==> src/hw/rtl/tta_pkg.sv <==
`default_nettype none

package tta_pkg;

   // Image geometry
   localparam int MaxDim    = 1024;
   localparam int TileSide  = 8;
   localparam int MaxTiles  = MaxDim / TileSide;
   localparam int PixelBits = 32;

   // Field and counter widths
   localparam int DimW     = 8;                      // width_tiles / height_tiles
   localparam int SubW     = $clog2(TileSide);       // pixel within a tile row
   localparam int PosW     = 2 * SubW;               // Morton position in a tile
   localparam int TileCntW = $clog2(MaxTiles);       // tile column / row
   localparam int PixCntW  = $clog2(MaxDim);         // pixel column / row
   localparam int SpanW    = PixCntW + 1;            // image width in pixels
   localparam int IndexW   = 20;

   // Configuration register indexes
   localparam int CsrIndexW = 2;
   localparam logic [CsrIndexW-1:0] CSR_WIDTH_TILES  = 2'd0;
   localparam logic [CsrIndexW-1:0] CSR_HEIGHT_TILES = 2'd1;
   localparam logic [CsrIndexW-1:0] CSR_DIRECTION    = 2'd2;

   localparam logic DIR_UNTILE = 1'b0;
   localparam logic DIR_TILE   = 1'b1;

   typedef struct packed {
      logic [PosW-1:0]     pos_in_tile;
      logic [TileCntW-1:0] tile_col;
      logic [TileCntW-1:0] tile_row;
      logic [PixCntW-1:0]  pixel_col;
      logic [PixCntW-1:0]  pixel_row;
   } pos_type;

   // Clamp a tile count into 1 .. MaxTiles
   function automatic logic [DimW-1:0] eff_tiles(input logic [DimW-1:0] v);
      logic [DimW-1:0] r;
      r = v;
      priority if (v == '0) begin
         r = DimW'(1);
      end else if (v > DimW'(MaxTiles)) begin
         r = DimW'(MaxTiles);
      end
      return r;
   endfunction

endpackage

`default_nettype wire

==> src/hw/rtl/tiled_texture_address_swizzle.sv <==
// An accepted request goes to the input register, then to the result register (the
// response). Throughput: one pixel per cycle unless rsp_ready stalls; both registers
// each take one per cycle; the index math (two small multiplies) lies between them.
// Reset (synchronous, active high): both position sets go to the image origin, the
// pipeline empties, width_tiles and height_tiles go to 1 and direction to untile.
`default_nettype none

module tiled_texture_address_swizzle (
   input  wire logic                          clock,
   input  wire logic                          reset,
   input  wire logic                          csr_valid,
   output logic                               csr_ready,
   input  wire logic [tta_pkg::CsrIndexW-1:0] csr_index,
   input  wire logic [tta_pkg::DimW-1:0]      csr_data,
   input  wire logic                          req_valid,
   output logic                               req_ready,
   input  wire logic [tta_pkg::PixelBits-1:0] req_pixel,
   input  wire logic                          req_first,
   output logic                               rsp_valid,
   input  wire logic                          rsp_ready,
   output logic [tta_pkg::PixelBits-1:0]      rsp_pixel_out,
   output logic [tta_pkg::IndexW-1:0]         rsp_dest_index,
   output logic                               rsp_last_of_image
);
   import tta_pkg::*;

   logic [DimW-1:0]      width_tiles_ff;
   logic [DimW-1:0]      height_tiles_ff;
   logic                 direction_ff;

   logic                 in_valid_ff;
   logic [PixelBits-1:0] in_pixel_ff;
   logic                 in_first_ff;

   logic                 out_valid_ff;
   logic [PixelBits-1:0] out_pixel_ff;
   logic [IndexW-1:0]    out_dest_ff;
   logic                 out_last_ff;

   logic                 advance;
   logic                 req_take;
   pos_type              pos;
   logic [IndexW-1:0]    dest_in;
   logic                 last_in;

   assign csr_ready = 1'b1;

   // Store the clamped tile counts and the direction bit
   always_ff @(posedge clock) begin
      if (reset) begin
         width_tiles_ff  <= DimW'(1);
         height_tiles_ff <= DimW'(1);
         direction_ff    <= DIR_UNTILE;
      end else if (csr_valid) begin
         unique case (csr_index)
            CSR_WIDTH_TILES:  width_tiles_ff  <= eff_tiles(csr_data);
            CSR_HEIGHT_TILES: height_tiles_ff <= eff_tiles(csr_data);
            CSR_DIRECTION:    direction_ff    <= csr_data[0];
            default: ;
         endcase
      end
   end

   // Advance the input stage into the result register when it has room
   assign advance   = in_valid_ff && (!out_valid_ff || rsp_ready);
   assign req_ready = !in_valid_ff || advance;
   assign req_take  = req_valid && req_ready;

   always_ff @(posedge clock) begin
      if (reset) begin
         in_valid_ff <= 1'b0;
      end else if (req_ready) begin
         in_valid_ff <= req_valid;
      end
   end

   always_ff @(posedge clock) begin
      if (req_take) begin
         in_pixel_ff <= req_pixel;
         in_first_ff <= req_first;
      end
   end

   tta_position u_position (
      .clock        (clock),
      .reset        (reset),
      .advance      (advance),
      .first        (in_first_ff),
      .width_tiles  (width_tiles_ff),
      .height_tiles (height_tiles_ff),
      .pos          (pos)
   );

   tta_index u_index (
      .pos           (pos),
      .width_tiles   (width_tiles_ff),
      .height_tiles  (height_tiles_ff),
      .direction     (direction_ff),
      .dest_index    (dest_in),
      .last_of_image (last_in)
   );

   always_ff @(posedge clock) begin
      if (reset) begin
         out_valid_ff <= 1'b0;
      end else if (advance) begin
         out_valid_ff <= 1'b1;
      end else if (rsp_ready) begin
         out_valid_ff <= 1'b0;
      end
   end

   always_ff @(posedge clock) begin
      if (advance) begin
         out_pixel_ff <= in_pixel_ff;
         out_dest_ff  <= dest_in;
         out_last_ff  <= last_in;
      end
   end

   assign rsp_valid         = out_valid_ff;
   assign rsp_pixel_out     = out_pixel_ff;
   assign rsp_dest_index    = out_dest_ff;
   assign rsp_last_of_image = out_last_ff;

endmodule

`default_nettype wire

==> src/hw/rtl/tta_position.sv <==
`default_nettype none

module tta_position (
   input  wire logic                   clock,
   input  wire logic                   reset,
   input  wire logic                   advance,
   input  wire logic                   first,
   input  wire logic [tta_pkg::DimW-1:0] width_tiles,
   input  wire logic [tta_pkg::DimW-1:0] height_tiles,
   output tta_pkg::pos_type            pos
);
   import tta_pkg::*;

   pos_type             pos_ff;
   pos_type             pos_in;
   logic [DimW-1:0]     col_inc;
   logic [DimW-1:0]     row_inc;
   logic [SpanW-1:0]    pcol_inc;
   logic [SpanW-1:0]    prow_inc;
   logic [SpanW-1:0]    wpix;
   logic [SpanW-1:0]    hpix;

   // A first transaction restarts both position sets at the origin
   assign pos = first ? '0 : pos_ff;

   assign wpix     = {width_tiles, SubW'(0)};
   assign hpix     = {height_tiles, SubW'(0)};
   assign col_inc  = DimW'(pos.tile_col) + DimW'(1);
   assign row_inc  = DimW'(pos.tile_row) + DimW'(1);
   assign pcol_inc = SpanW'(pos.pixel_col) + SpanW'(1);
   assign prow_inc = SpanW'(pos.pixel_row) + SpanW'(1);

   always_comb begin
      pos_in             = pos;
      pos_in.pos_in_tile = pos.pos_in_tile + PosW'(1);
      if (pos.pos_in_tile == '1) begin
         if (col_inc >= width_tiles) begin
            pos_in.tile_col = '0;
            if (row_inc >= height_tiles) begin
               pos_in.tile_row = '0;
            end else begin
               pos_in.tile_row = row_inc[TileCntW-1:0];
            end
         end else begin
            pos_in.tile_col = col_inc[TileCntW-1:0];
         end
      end
      if (pcol_inc >= wpix) begin
         pos_in.pixel_col = '0;
         if (prow_inc >= hpix) begin
            pos_in.pixel_row = '0;
         end else begin
            pos_in.pixel_row = prow_inc[PixCntW-1:0];
         end
      end else begin
         pos_in.pixel_col = pcol_inc[PixCntW-1:0];
      end
   end

   always_ff @(posedge clock) begin
      if (reset) begin
         pos_ff <= '0;
      end else if (advance) begin
         pos_ff <= pos_in;
      end
   end

endmodule

`default_nettype wire

==> src/hw/rtl/tta_index.sv <==
`default_nettype none

module tta_index (
   input  wire tta_pkg::pos_type         pos,
   input  wire logic [tta_pkg::DimW-1:0]   width_tiles,
   input  wire logic [tta_pkg::DimW-1:0]   height_tiles,
   input  wire logic                     direction,
   output logic [tta_pkg::IndexW-1:0]    dest_index,
   output logic                          last_of_image
);
   import tta_pkg::*;

   localparam int ProdW  = PixCntW + SpanW;
   localparam int TnumW  = TileCntW + DimW;

   logic [SpanW-1:0]    wpix;
   logic [SpanW-1:0]    hpix;
   logic [SubW-1:0]     x_sub;
   logic [SubW-1:0]     y_sub;
   logic [PixCntW-1:0]  x;
   logic [PixCntW-1:0]  y;
   logic [ProdW-1:0]    lin_index;
   logic [TnumW-1:0]    tile_num;
   logic [PosW-1:0]     morton;
   logic [TnumW+PosW-1:0] tiled_index;
   logic                last_untile;
   logic                last_tile;

   assign wpix = {width_tiles, SubW'(0)};
   assign hpix = {height_tiles, SubW'(0)};

   // Untile: even Morton bits give x, odd bits give y
   assign x_sub = {pos.pos_in_tile[4], pos.pos_in_tile[2], pos.pos_in_tile[0]};
   assign y_sub = {pos.pos_in_tile[5], pos.pos_in_tile[3], pos.pos_in_tile[1]};
   assign x     = {pos.tile_col, x_sub};
   assign y     = {pos.tile_row, y_sub};
   assign lin_index = ProdW'(y) * ProdW'(wpix) + ProdW'(x);

   // Tile: interleave the low column and row bits
   assign morton = {pos.pixel_row[2], pos.pixel_col[2],
                    pos.pixel_row[1], pos.pixel_col[1],
                    pos.pixel_row[0], pos.pixel_col[0]};
   assign tile_num = TnumW'(pos.pixel_row[PixCntW-1:SubW]) * TnumW'(width_tiles)
                   + TnumW'(pos.pixel_col[PixCntW-1:SubW]);
   assign tiled_index = {tile_num, morton};

   // Positions at or beyond the last one count as last
   assign last_untile = (pos.pos_in_tile == '1)
                      && (DimW'(pos.tile_col) >= (width_tiles - DimW'(1)))
                      && (DimW'(pos.tile_row) >= (height_tiles - DimW'(1)));
   assign last_tile   = (SpanW'(pos.pixel_col) >= (wpix - SpanW'(1)))
                      && (SpanW'(pos.pixel_row) >= (hpix - SpanW'(1)));

   always_comb begin
      unique case (direction)
         DIR_TILE: begin
            dest_index    = tiled_index[IndexW-1:0];
            last_of_image = last_tile;
         end
         default: begin
            dest_index    = lin_index[IndexW-1:0];
            last_of_image = last_untile;
         end
      endcase
   end

endmodule

`default_nettype wire

==> config.mk <==
export PLATFORM = sky130hd
export DESIGN_NAME = tiled_texture_address_swizzle
export DESIGN_NICKNAME = d
export VERILOG_FILES = /design/src/hw/rtl/tta_pkg.sv /design/src/hw/rtl/tiled_texture_address_swizzle.sv /design/src/hw/rtl/tta_position.sv /design/src/hw/rtl/tta_index.sv
export SDC_FILE = /design/constraint.sdc
export NUM_CORES = 1
export LEC_CHECK = 0
export ABC_CLOCK_PERIOD_IN_PS = 14000
export BUFFER_PORTS_ARGS = -buffer_cell sky130_fd_sc_hd__buf_2
export CORE_MARGIN = 2
export CORE_UTILIZATION = 40
export DETAILED_ROUTE_END_ITERATION = 7
export SLEW_MARGIN = 15
export SYNTH_ARGS = -nofsm -noshare
export SYNTH_HDL_FRONTEND = slang
export SYNTH_SLANG_ARGS = --single-unit
==> constraint.sdc <==
create_clock -name clock -period 14 [get_ports clock]
set_input_delay 2.1 -clock clock [delete_from_list [all_inputs] [get_ports clock]]
set_output_delay 2.1 -clock clock [all_outputs]
set_load 0.02 [all_outputs]
# Word-level counts from Yosys, hierarchy flattened
# Index checks and enable logic that the tools add are counted.
[word_totals] reg_bits=145 input_bits=48 out_inout_bits=56 word_cells=69
[classes] add_sub_neg=11 n_mul=2 magnitude_cmp=9 n_eq_ne=3 mux=14 reduce_logical=15
[op_table] cell="$mux 40" count=1
[op_table] cell="$mux 10" count=3
[op_table] cell="$add 10x1->11 const B" count=2
[op_table] cell="$ge 10x11->1" count=2
[op_table] cell="$ge 11x11->1" count=2
[op_table] cell="$sub 11x1->11 const B" count=2
[op_table] cell="$mux 7" count=3
[op_table] cell="$add 20x10->20" count=1
[op_table] cell="$mux 20" count=1
[op_table] cell="$mul 10x8->17" count=1
[op_table] cell="$add 7x1->8 const B" count=2
[op_table] cell="$ge 7x8->1" count=2
[op_table] cell="$ge 8x8->1" count=2
[op_table] cell="$mux 8" count=2
[op_table] cell="$sub 8x1->8 const B" count=2
[op_table] cell="$add 14x7->14" count=1
[op_table] cell="$mul 7x8->14" count=1
[op_table] cell="$mux 14" count=1
[op_table] cell="$gt 8x8->1 const B" count=1
[op_table] cell="$logic_not 8->1" count=1
[op_table] cell="$add 6x1->6 const B" count=1
[op_table] cell="$eq 6x6->1 const B" count=1
[op_table] cell="$reduce_and 2->1" count=3
[op_table] cell="$logic_and 1x1->1" count=5
[op_table] cell="other kinds (7)" count=11

# Logic depth before layout (Yosys ltp)
[depth] word_depth=6 depth_mapped=24 ltp_nobuf=21

# Cells and area by module
# Synthesis repeated with hierarchy kept, for this count alone.
[unflattened] cells_unflattened=1315 hier_area_um2=12683.4
[modules_own_cells] module="tta_index" instances=1 cells_each=741 area_each_um2=6135.9 seq_area_each_um2=0.0
[modules_own_cells] module="tiled_texture_address_swizzle" instances=1 cells_each=182 area_each_um2=3352.0 seq_area_each_um2=2962.8
[modules_own_cells] module="tta_position" instances=1 cells_each=392 area_each_um2=3195.6 seq_area_each_um2=800.8

# Worst setup path before layout
# No wires, ideal clock.
[synth_path] path_type="flip-flop to flip-flop" from="register in_first_ff" to="register out_dest_ff[18], in the netlist rsp_dest_index[18], data pin" setup_ns=0.265 arrival_ns=5.925 required_time_ns=13.735 slack_ns=7.809 stages_incl_launch_ff=24 n_path_buf=5 period_less_slack_ns=6.191 path_cell_list="edfxtp_1 -> clkbuf_1 -> buf_2 -> buf_2 -> buf_1 -> buf_1 -> nor3_1 -> fa_1 -> inv_1 -> fa_1 -> inv_1 -> fa_1 -> inv_1 -> fa_1 -> inv_1 -> ha_1 -> nand2_1 -> or4b_4 -> o21a_1 -> and4_1 -> and4_1 -> and4_1 -> o21ai_1 -> o211ai_1"
[synth_between] elab_chain_cells=4 elab_cells_between_ends=6 cone_classes="2 x add/sub; 2 x mul; 2 x mux"
[synth_lines] element="start: declaration" line="tiled_texture_address_swizzle.sv:33" rtl="logic in_first_ff;"
[synth_lines] element="start signal: assignment" line="tiled_texture_address_swizzle.sv:80" rtl="in_first_ff <= req_first;"
[synth_lines] element="$mux 40 (*)" line="tta_position.sv:24" rtl="assign pos = first ? '0 : pos_ff;"
[synth_lines] element="$mul 10x8->17 or $mul 7x8->14 (tied branches)" line="tta_index.sv:37, tta_index.sv:43"
[synth_lines] element="$add 20x10->20 or $add 14x7->14 (tied branches)" line="tta_index.sv:37, tta_index.sv:44"
[synth_lines] element="$mux 20 (*)" line="tta_index.sv:55" rtl="unique case (direction)"
[synth_lines] element="net dest_in[18]" line="tiled_texture_address_swizzle.sv:43" rtl="logic [IndexW-1:0] dest_in;"
[synth_lines] element="end signal: assignment" line="tiled_texture_address_swizzle.sv:116" rtl="out_dest_ff <= dest_in;"
[synth_lines] element="end: declaration" line="tiled_texture_address_swizzle.sv:37" rtl="logic [IndexW-1:0] out_dest_ff;"
# The timed path passes the listed nets; every way through them passes the cells marked *.
# A chain may end at the register's enable or synchronous reset.

# Final worst setup path
# Ends and elaborated chain as after synthesis.

==> flow_metrics.env <==
export IMPL_max_freq_ghz=0.1579
export IMPL_cts_root_buf="clkbuf_16"
export IMPL_worstMarginPinSlew_ns=1.039
export IMPL_yosys_register_bits=145
export IMPL_post_cts_resized=0
export IMPL_antenna_found_initial=0
export IMPL_hold_viol=0
export IMPL_rsz0062_at_grt="false"
export IMPL_cp_common_cell="fa_1"
export IMPL_drive_gt1_share_pct=12.44
export IMPL_placementRows=65
export IMPL_setup_violations=0
export IMPL_synth_cell_types=80
export IMPL_nets=1717
export IMPL_final_cell_mix="inv_1, ha_1, nand2_1, buf_2, edfxtp_1"
export IMPL_grt_pass1_vias=9691
export IMPL_p_leak_nw=6.436
export IMPL_synth_area_per_cell_um2=9.333
export IMPL_crit_path_end_kind="flop"
export IMPL_reg2reg_depth=18
export IMPL_path_clk_slew_ns=0.08
export IMPL_period_minus_slack_ns=6.333
export IMPL_clk_path_buf_depth=2
export IMPL_numCtsBuffers=17
export IMPL_run_status="completed"
export IMPL_core_um2=31470
export IMPL_async_flop_share_pct=0
export IMPL_drtIter0Drc=869
export IMPL_ys_flop_type="edfxtp_1"
export IMPL_io_buffers=102
export IMPL_grt_pass1_wl_um=51510
export IMPL_cap_violations=0
export IMPL_io_pins=104
export IMPL_path_delay_family="adder cells"
export IMPL_reg2reg_to="rsp_dest_index[18]"
export IMPL_dp_cells=1825
export IMPL_track_usage_pct=19.66
export IMPL_cellPowerDensity_nw_per_um2=71.64
export IMPL_peakVddDrop_v=0.00008062
export IMPL_area_growth_pct=11.84
export IMPL_skew_ns=0.02247
export IMPL_synth_warning_count=0
export IMPL_grt_start_max_net_pins=74
export IMPL_grt_overflow=0
export IMPL_drc=0
export IMPL_routedWlPerCell_um=17.17
export IMPL_crit_type="reg -> reg"
export IMPL_slowest_delay_ns=0.77
export IMPL_viasPerCell=5.285
export IMPL_n_antenna_cell=0
export IMPL_vias=9815
export IMPL_syn_area_um2=12730
export IMPL_die_w_um=182.4
export IMPL_report_power_total_w=0.001020
export IMPL_path_max_fanout=73
export IMPL_clk_latency_ns=0.44
export IMPL_hold_buffers=0
export IMPL_drtPass1Iterations=5
export IMPL_critPathRequiredTime_ns=14.19
export IMPL_htreeDepth=4
export IMPL_routabilityCongestion=0.8453
export IMPL_start_kind="flop"
export IMPL_final_common_cell="inv_1"
export IMPL_timing_slew_headroom_pct=30.13
export IMPL_crit_chain="buf_4 > nor2b_1 > and2_1 > fa_1 > fa_1 > fa_1 > inv_1 > fa_1 > inv_1 > ha_1 > o21ai_2 > or4b_4 > o21a_1 > and4_1 > and4_1 > and4_1 > o21ai_1 > o211ai_1"
export IMPL_fin_cells=1857
export IMPL_arrival_ns=6.52
export IMPL_path_buf_inv=3
export IMPL_fin_tns_setup_ns=0
export IMPL_dpl_hpwl_um=24380
export IMPL_synth_edf_count=86
export IMPL_post_cts_setup_buffers=0
export IMPL_ant_nets=0
export IMPL_cp_startpoint="in_first_ff"
export IMPL_syn_nets=1639
export IMPL_synth_yosys_seq_area_share_pct=29.57
export IMPL_cts_tree="done"
export IMPL_rr_startpoint="in_first_ff"
export IMPL_critPathCapture="rsp_dest_index[18]"
export IMPL_synth_cells=1364
export IMPL_finalCritPeriodShare_pct=45.23
export IMPL_dieArea_um2=33270
export IMPL_drv_slew=0
export IMPL_worstHoldPathType="reg -> reg"
export IMPL_slowest_stage="nor2b_1"
export IMPL_path_depth=18
export IMPL_route_final_wire_length_um=31890
export IMPL_initial_core_util_pct=40.45
export IMPL_r2r_slack_ns=7.67
export IMPL_die_y_um=182.4
export IMPL_cts_sinks=145
[final cells by class]
class | instances | area (µm²)
clock buffers | 17 | 425.4
clock inverters | 15 | 185.2
fillers | 3013 | 17240
inverters | 158 | 593.1
multi-input cells | 999 | 8114
flip-flops and latches | 145 | 3764
well taps | 402 | 503.0
repair buffers | 121 | 653.1
[Yosys cell counts (6+ instances only)]
cell type | count | area (µm²)
a21o_1 | 17 | 127.6
a21oi_1 | 74 | 370.4
a22oi_1 | 19 | 142.6
and2_1 | 83 | 519.3
and3_1 | 11 | 68.82
and4_1 | 6 | 52.55
clkbuf_1 | 49 | 183.9
dfxtp_1 | 59 | 1181
edfxtp_1 | 86 | 2582
fa_1 | 83 | 1662
ha_1 | 144 | 1802
inv_1 | 155 | 581.8
nand2_1 | 124 | 465.5
nand2b_1 | 9 | 56.30
nand3_1 | 32 | 160.2
nor2_1 | 83 | 311.6
nor2b_1 | 45 | 281.5
nor3_1 | 25 | 125.1
nor4_1 | 7 | 43.79
o211ai_1 | 7 | 52.55
o21a_1 | 12 | 90.09
o21ai_0 | 38 | 190.2
o21ai_1 | 7 | 35.03
xnor2_1 | 44 | 385.4
xor2_1 | 22 | 192.7
[power breakdown]
part           switching, W  internal, W
clock network      0.000225     0.000242
registers        0.00000584     0.000468
logic             0.0000540    0.0000252
total              0.000285     0.000735
[registers in the layout, indices dropped and copies added, names as in the netlist]
signal             count
width_tiles_ff         8
in_valid_ff            1
rsp_last_of_image      1
rsp_dest_index        20
in_first_ff            1
u_position.pos_ff     40
rsp_valid              1
height_tiles_ff        8
direction_ff           1
in_pixel_ff           32
rsp_pixel_out         32
[per-stage QoR]
step / setup WS (ns) / util, % / hold WS [ns] / cell area, µm²
floorplan: 7.809 / - / 0.4003 / 12730
global placement: 7.818 / 43.30 / 0.4002 / 13630
detailed placement: 7.714 / 43.30 / 0.4045 / 13630
CTS: 7.711 / 45.24 / 0.4172 / 14240
global route: 7.307 / 45.24 / 0.4198 / 14240
finish: 7.667 / 45.24 / 0.4159 / 14240
[per-layer routing]
metal | GRT usage (%) | share of wire, % | up-vias
met2 | 31.62 | 46 | 227
met1 | 27.13 | 47 | 4779
met5 | 0 | 0 | -
li1 | - | - | 4786
met4 | 4.323 | 1.5 | 0
met3 | 4.430 | 5.2 | 23
[worst min-delay path by stage]
stage                         start           endpoint  slack, ns  depth (start not counted)
floorplan            in_pixel_ff[0]   rsp_pixel_out[0]       0.40                          0
global placement    in_pixel_ff[31]  rsp_pixel_out[31]       0.40                          0
detailed placement  in_pixel_ff[16]  rsp_pixel_out[16]       0.40                          0
CTS                 in_pixel_ff[10]  rsp_pixel_out[10]       0.42                          0
global route        in_pixel_ff[10]  rsp_pixel_out[10]       0.42                          0
finish              in_pixel_ff[10]  rsp_pixel_out[10]       0.42                          0
[kinds of logic after synthesis]
family | share of synthesized area (%)
DFF | 29.57
adders and majority gates | 27.21
xor gates and xnor gates | 4.669
AOI/OAI and AO/OA | 11.83
other | 0.02946
muxes | 0.7568
and+or+nand+nor | 19.25
buffers and inverters | 6.694
(Power assumes the default switching activity.)
